==> src/rtl/grt_pkg.sv <==
// package: word types, register indexes and widths of the refinement tagger
`timescale 1ns / 1ps
`default_nettype none
package grt_pkg;

    localparam int DEF_AXES  = 3;
    localparam int MAX_AXES  = 3;
    localparam int VAL_W     = 32;
    localparam int EXT_W     = 44;   // holds 100 * b and 100 * a exactly
    localparam int Q_W       = 32;   // quotient bits, unsigned Q16.16
    localparam int FRAC_W    = 16;

    localparam logic [0:0]  REG_THRESHOLD = 1'b0;
    localparam logic [0:0]  REG_FLOOR     = 1'b1;
    localparam logic [31:0] THRESHOLD_RST = 32'h0001_0000;
    localparam logic [31:0] FLOOR_RST     = 32'hFFFF_0000;
    localparam logic [31:0] CRIT_MAX      = 32'hFFFF_FFFF;

    typedef struct packed {
        logic signed [31:0] center_value;
        logic signed [31:0] x_minus;
        logic signed [31:0] x_plus;
        logic signed [31:0] y_minus;
        logic signed [31:0] y_plus;
        logic signed [31:0] z_minus;
        logic signed [31:0] z_plus;
        logic               already_tagged;
        logic               covered;
    } grt_in_t;

    typedef struct packed {
        logic        tag_out;
        logic [31:0] criterion;
    } grt_out_t;

    function automatic logic signed [EXT_W-1:0] times100(input logic signed [EXT_W-1:0] v);
        times100 = (v <<< 6) + (v <<< 5) + (v <<< 2);
    endfunction

endpackage
`default_nettype wire

==> src/rtl/grt_merge.sv <==
// merge stage: largest lane criterion, threshold test, skipped cells
`timescale 1ns / 1ps
`default_nettype none
module grt_merge #(
    parameter int AXES = grt_pkg::DEF_AXES
) (
    input  wire logic        clk,
    input  wire logic        en,
    input  wire logic [31:0] crit [AXES],
    input  wire logic        skip,
    input  wire logic        was_tagged,
    input  wire logic [31:0] threshold,
    output grt_pkg::grt_out_t word
);
    import grt_pkg::*;

    logic [31:0] best;
    grt_out_t    word_next;
    grt_out_t    word_reg;

    always_comb
    begin
        best = '0;
        for (int i = 0; i < AXES; i++)
        begin
            if (crit[i] > best)
                best = crit[i];
        end
        if (skip)
        begin
            word_next.tag_out   = was_tagged;
            word_next.criterion = '0;
        end
        else
        begin
            word_next.tag_out   = best >= threshold;
            word_next.criterion = best;
        end
    end

    always_ff @(posedge clk)
    begin
        if (en)
            word_reg <= word_next;
    end

    assign word = word_reg;

endmodule
`default_nettype wire

==> config.mk <==
export PLATFORM = sky130hd
export DESIGN_NAME = grt_merge
export DESIGN_NICKNAME = d
export VERILOG_FILES = /design/src/rtl/grt_pkg.sv /design/src/rtl/grt_merge.sv
export SDC_FILE = /design/constraint.sdc
export NUM_CORES = 1
export LEC_CHECK = 0
export ABC_AREA = 1
export CAP_MARGIN = 5
export CELL_PAD_IN_SITES_DETAIL_PLACEMENT = 2
export CELL_PAD_IN_SITES_GLOBAL_PLACEMENT = 2
export CORE_MARGIN = 5
export CORE_UTILIZATION = 36
export CTS_CLUSTER_SIZE = 28
export DETAILED_ROUTE_END_ITERATION = 7
export DONT_BUFFER_PORTS = 1
export HOLD_SLACK_MARGIN = 0.02
export PLACE_DENSITY_LB_ADDON = 0.3
export RECOVER_POWER = 25
export SYNTH_ARGS = -nofsm -noshare
export SYNTH_HDL_FRONTEND = slang
export SYNTH_SLANG_ARGS = --single-unit
==> constraint.sdc <==
create_clock -name clk -period 5 [get_ports clk]
set_input_delay 0 -clock clk [delete_from_list [all_inputs] [get_ports clk]]
set_output_delay 0 -clock clk [all_outputs]
set_load 0.005 [all_outputs]
==> results.yml <==
status:
  status: "finished, violations left"
  violations: "max-capacitance violations, max-slew violations"
grt:
  antenna_found_initial: 0
  grt_pass1_wl_um: 29200
  grt_usage: 0.209
  overflow: 0
  grt_pass1_vias: 5311
  grt_max_degree: 35
die:
  initial_core_util: 0.369
  die_w_um: 133
  ios: 165
  coreArea_um2: 14600
  num_rows: 44
  die_h_um: 133
  dieArea_um2: 17600
clock_network:
  clk_pin_slew_ns: 0.06
  htreeDepth: 2
  root_buffer: "clkbuf_16"
  cts_buffers: 5
  cts_buffer_depth: 2
  clock-sinks: 33
  tritoncts: "done"
hold_path:
  min_to: "word[16]"
  hp-start: "crit[16]"
  hp-class: "in -> reg"
  hold_path_depth: 4
timing:
  fmax_mhz: 217
  fin_crit_ns: 4.60
  finalMaxSlewViolations: 34
  tightest_slew_ns: 1.95
  finalSetupViolations: 0
  layout_setup_ws_ns: 0.397
  hold_viol: 0
  hold_slack_ns: 0.0559
  relSlewSlack: -0.302
  finalCritPeriodShare: 0.921
cells_and_area:
  finalNonFillerCells: 930
  area_growth_pct: 6.74
  multi_input_area_um2: 3570
  drive_gt1_frac: 0.201
  layout.nets: 973
  largest_reg_flops: 33
  fill_cells: 1769
  ff_latch_area_um2: 991
  design_area_um2: 5770
  n_antenna_cell: 0
placement:
  place_area_um2: 5550
  post-place-ws_ns: -0.139
  place_congestion: 0.887
  port_buffers: 0
  placed_cells: 919
  dp_hpwl_um: 16400
synthesis:
  yosysWarnings: 0
  synthTopCellsByArea: "ha_1 (22%), edfxtp_1 (18%), inv_1 (12%)"
  syn_nets: 973
  synth-async-reset-ratio: 0
  synth_edf_count: 33
  avgSynthCellArea_um2: 7.26
  yosysSeqAreaShare: 0.183
  synth_common_cells: "inv_1 (175), nand2_1 (152), ha_1 (96)"
  yosysTopAreaCellShare: 0.222
  synth.most_common_cell: "inv_1"
  syn_area_um2: 5410
  ys.flop_type: "edfxtp_1"
  synth_largest_area_cell: "ha_1"
  yosysUniqueCellTypes: 33
  postSynthCellCount: 745
  ys_ff_latch: 33
setup_path:
  critical_path_arrival_ns: 4.64
  worstSetupPathType: "in -> reg"
  crit_path_end_kind: "flip-flop"
  crit_buf_inv: 8
  worstPathRequired_ns: 5.03
  path_max_fanout: 20
  critPathMaxStageDelay_ns: 0.30
  cp_slowest_cell: "ha_1"
  crit_top_cell: "nand2_1"
  crit_path_start_kind: "input pin"
  crit_family: "simple AND/OR/NAND/NOR gates"
routing:
  vias: 4691
  drt_wl_total_um: 18300
  drtIter0Drc: 129
  ant_nets: 0
  route.detailed.drc: 0
  drtPass1Iterations: 4
  routed_via_density: 5.04
  post_drt_wl_per_cell_um: 19.7
power:
  p_total_uw: 1530
  leakage_uw: 0.00337
  power-per-cell-area_nw_per_um2: 266
  max-vdd-ir-drop_mv: 0.108
job:
  maxCapViolCount: 1
worst max path at each step:
stage / slack [ns] / to / cells after the start / startpoint
after global routing: -0.009 / word[32] / 31 / crit[77]
after floorplan: 1.26 / word[32] / 35 / crit[95]
after CTS: 0.13 / word[32] / 35 / crit[79]
after global placement: 0.15 / word[32] / 34 / crit[79]
after detailed placement: -0.14 / word[32] / 35 / crit[79]
final: 0.40 / word[32] / 35 / crit[79]
report_power, final:
group | total, uW | switching, uW | leakage [uW] | internal (uW)
combinational | 845 | 540 | 0.00298 | 305
sequential | 379 | 23.4 | 0.000319 | 355
clock | 310 | 128 | 0.0000696 | 183
layout by cell type, fill, tap and decap left out, types with 2 or more instances in the layout:
cell type	Yosys	final
inv_1	175	175
nand2_1	152	152
ha_1	96	96
a21oi_1	44	44
nand3_1	39	39
edfxtp_1	33	33
nand2_2	33	32
nand2_4	31	32
nor2_2	31	31
nand3_2	30	30
nor2_1	27	27
o21ai_0	8	8
buf_4	4	6
nand4_1	5	5
clkbuf_16	0	5
o21a_1	4	4
o21bai_1	3	3
buf_12	3	3
a21o_1	2	2
o21ai_1	2	2
nor3_2	2	2
clkinv_2	0	2
logic make-up (layout without fill, tap and decap cells):
family                   count (synthesis)  in the layout  share of synthesized area
AND/OR/NAND/NOR                        354            354                      0.370
buffers and inverters                  197            198                      0.159
adder cells (fa/ha/maj)                 96             96                      0.222
AO/OA/AOI/OAI                           65             65                     0.0653
flip-flops                              33             33                      0.183
final cells by class:
cell class	count	area share
Inverter	177	0.120
Tap cell	184	0.0399
Sequential cell	33	0.172
Timing Repair Buffer	13	0.0252
Clock buffer	5	0.0217
Clock inverter	3	0.00304
Multi-Input combinational cell	515	0.619
metrics by stage:
step / util / TNS [ns]
after detailed placement: 0.379 / -0.139
after CTS: 0.392 / 0
final: 0.394 / 0
after global routing: 0.394 / -0.00880
after floorplan: - / 0
after global placement: 0.379 / 0
timing repair:
action / in CTS / in global routing
gates resized for setup: 0 / 8
hold buffers: 3 / 0
hold endpoints to repair: 66 / 0
endpoints found under the setup margin: 0 / 1
buffers inserted: 0 / 0
metal layers:
layer	routed length [um]	track usage	share of wire	vias up
li1	-	-	-	2326
met1	7630	0.247	0.42	2242
met2	9390	0.382	0.51	101
met3	938	0.0437	0.051	22
met4	374	0.0572	0.020	0
met5	0	0	0	-
No activity file was read; power rests on OpenSTA's default activity.
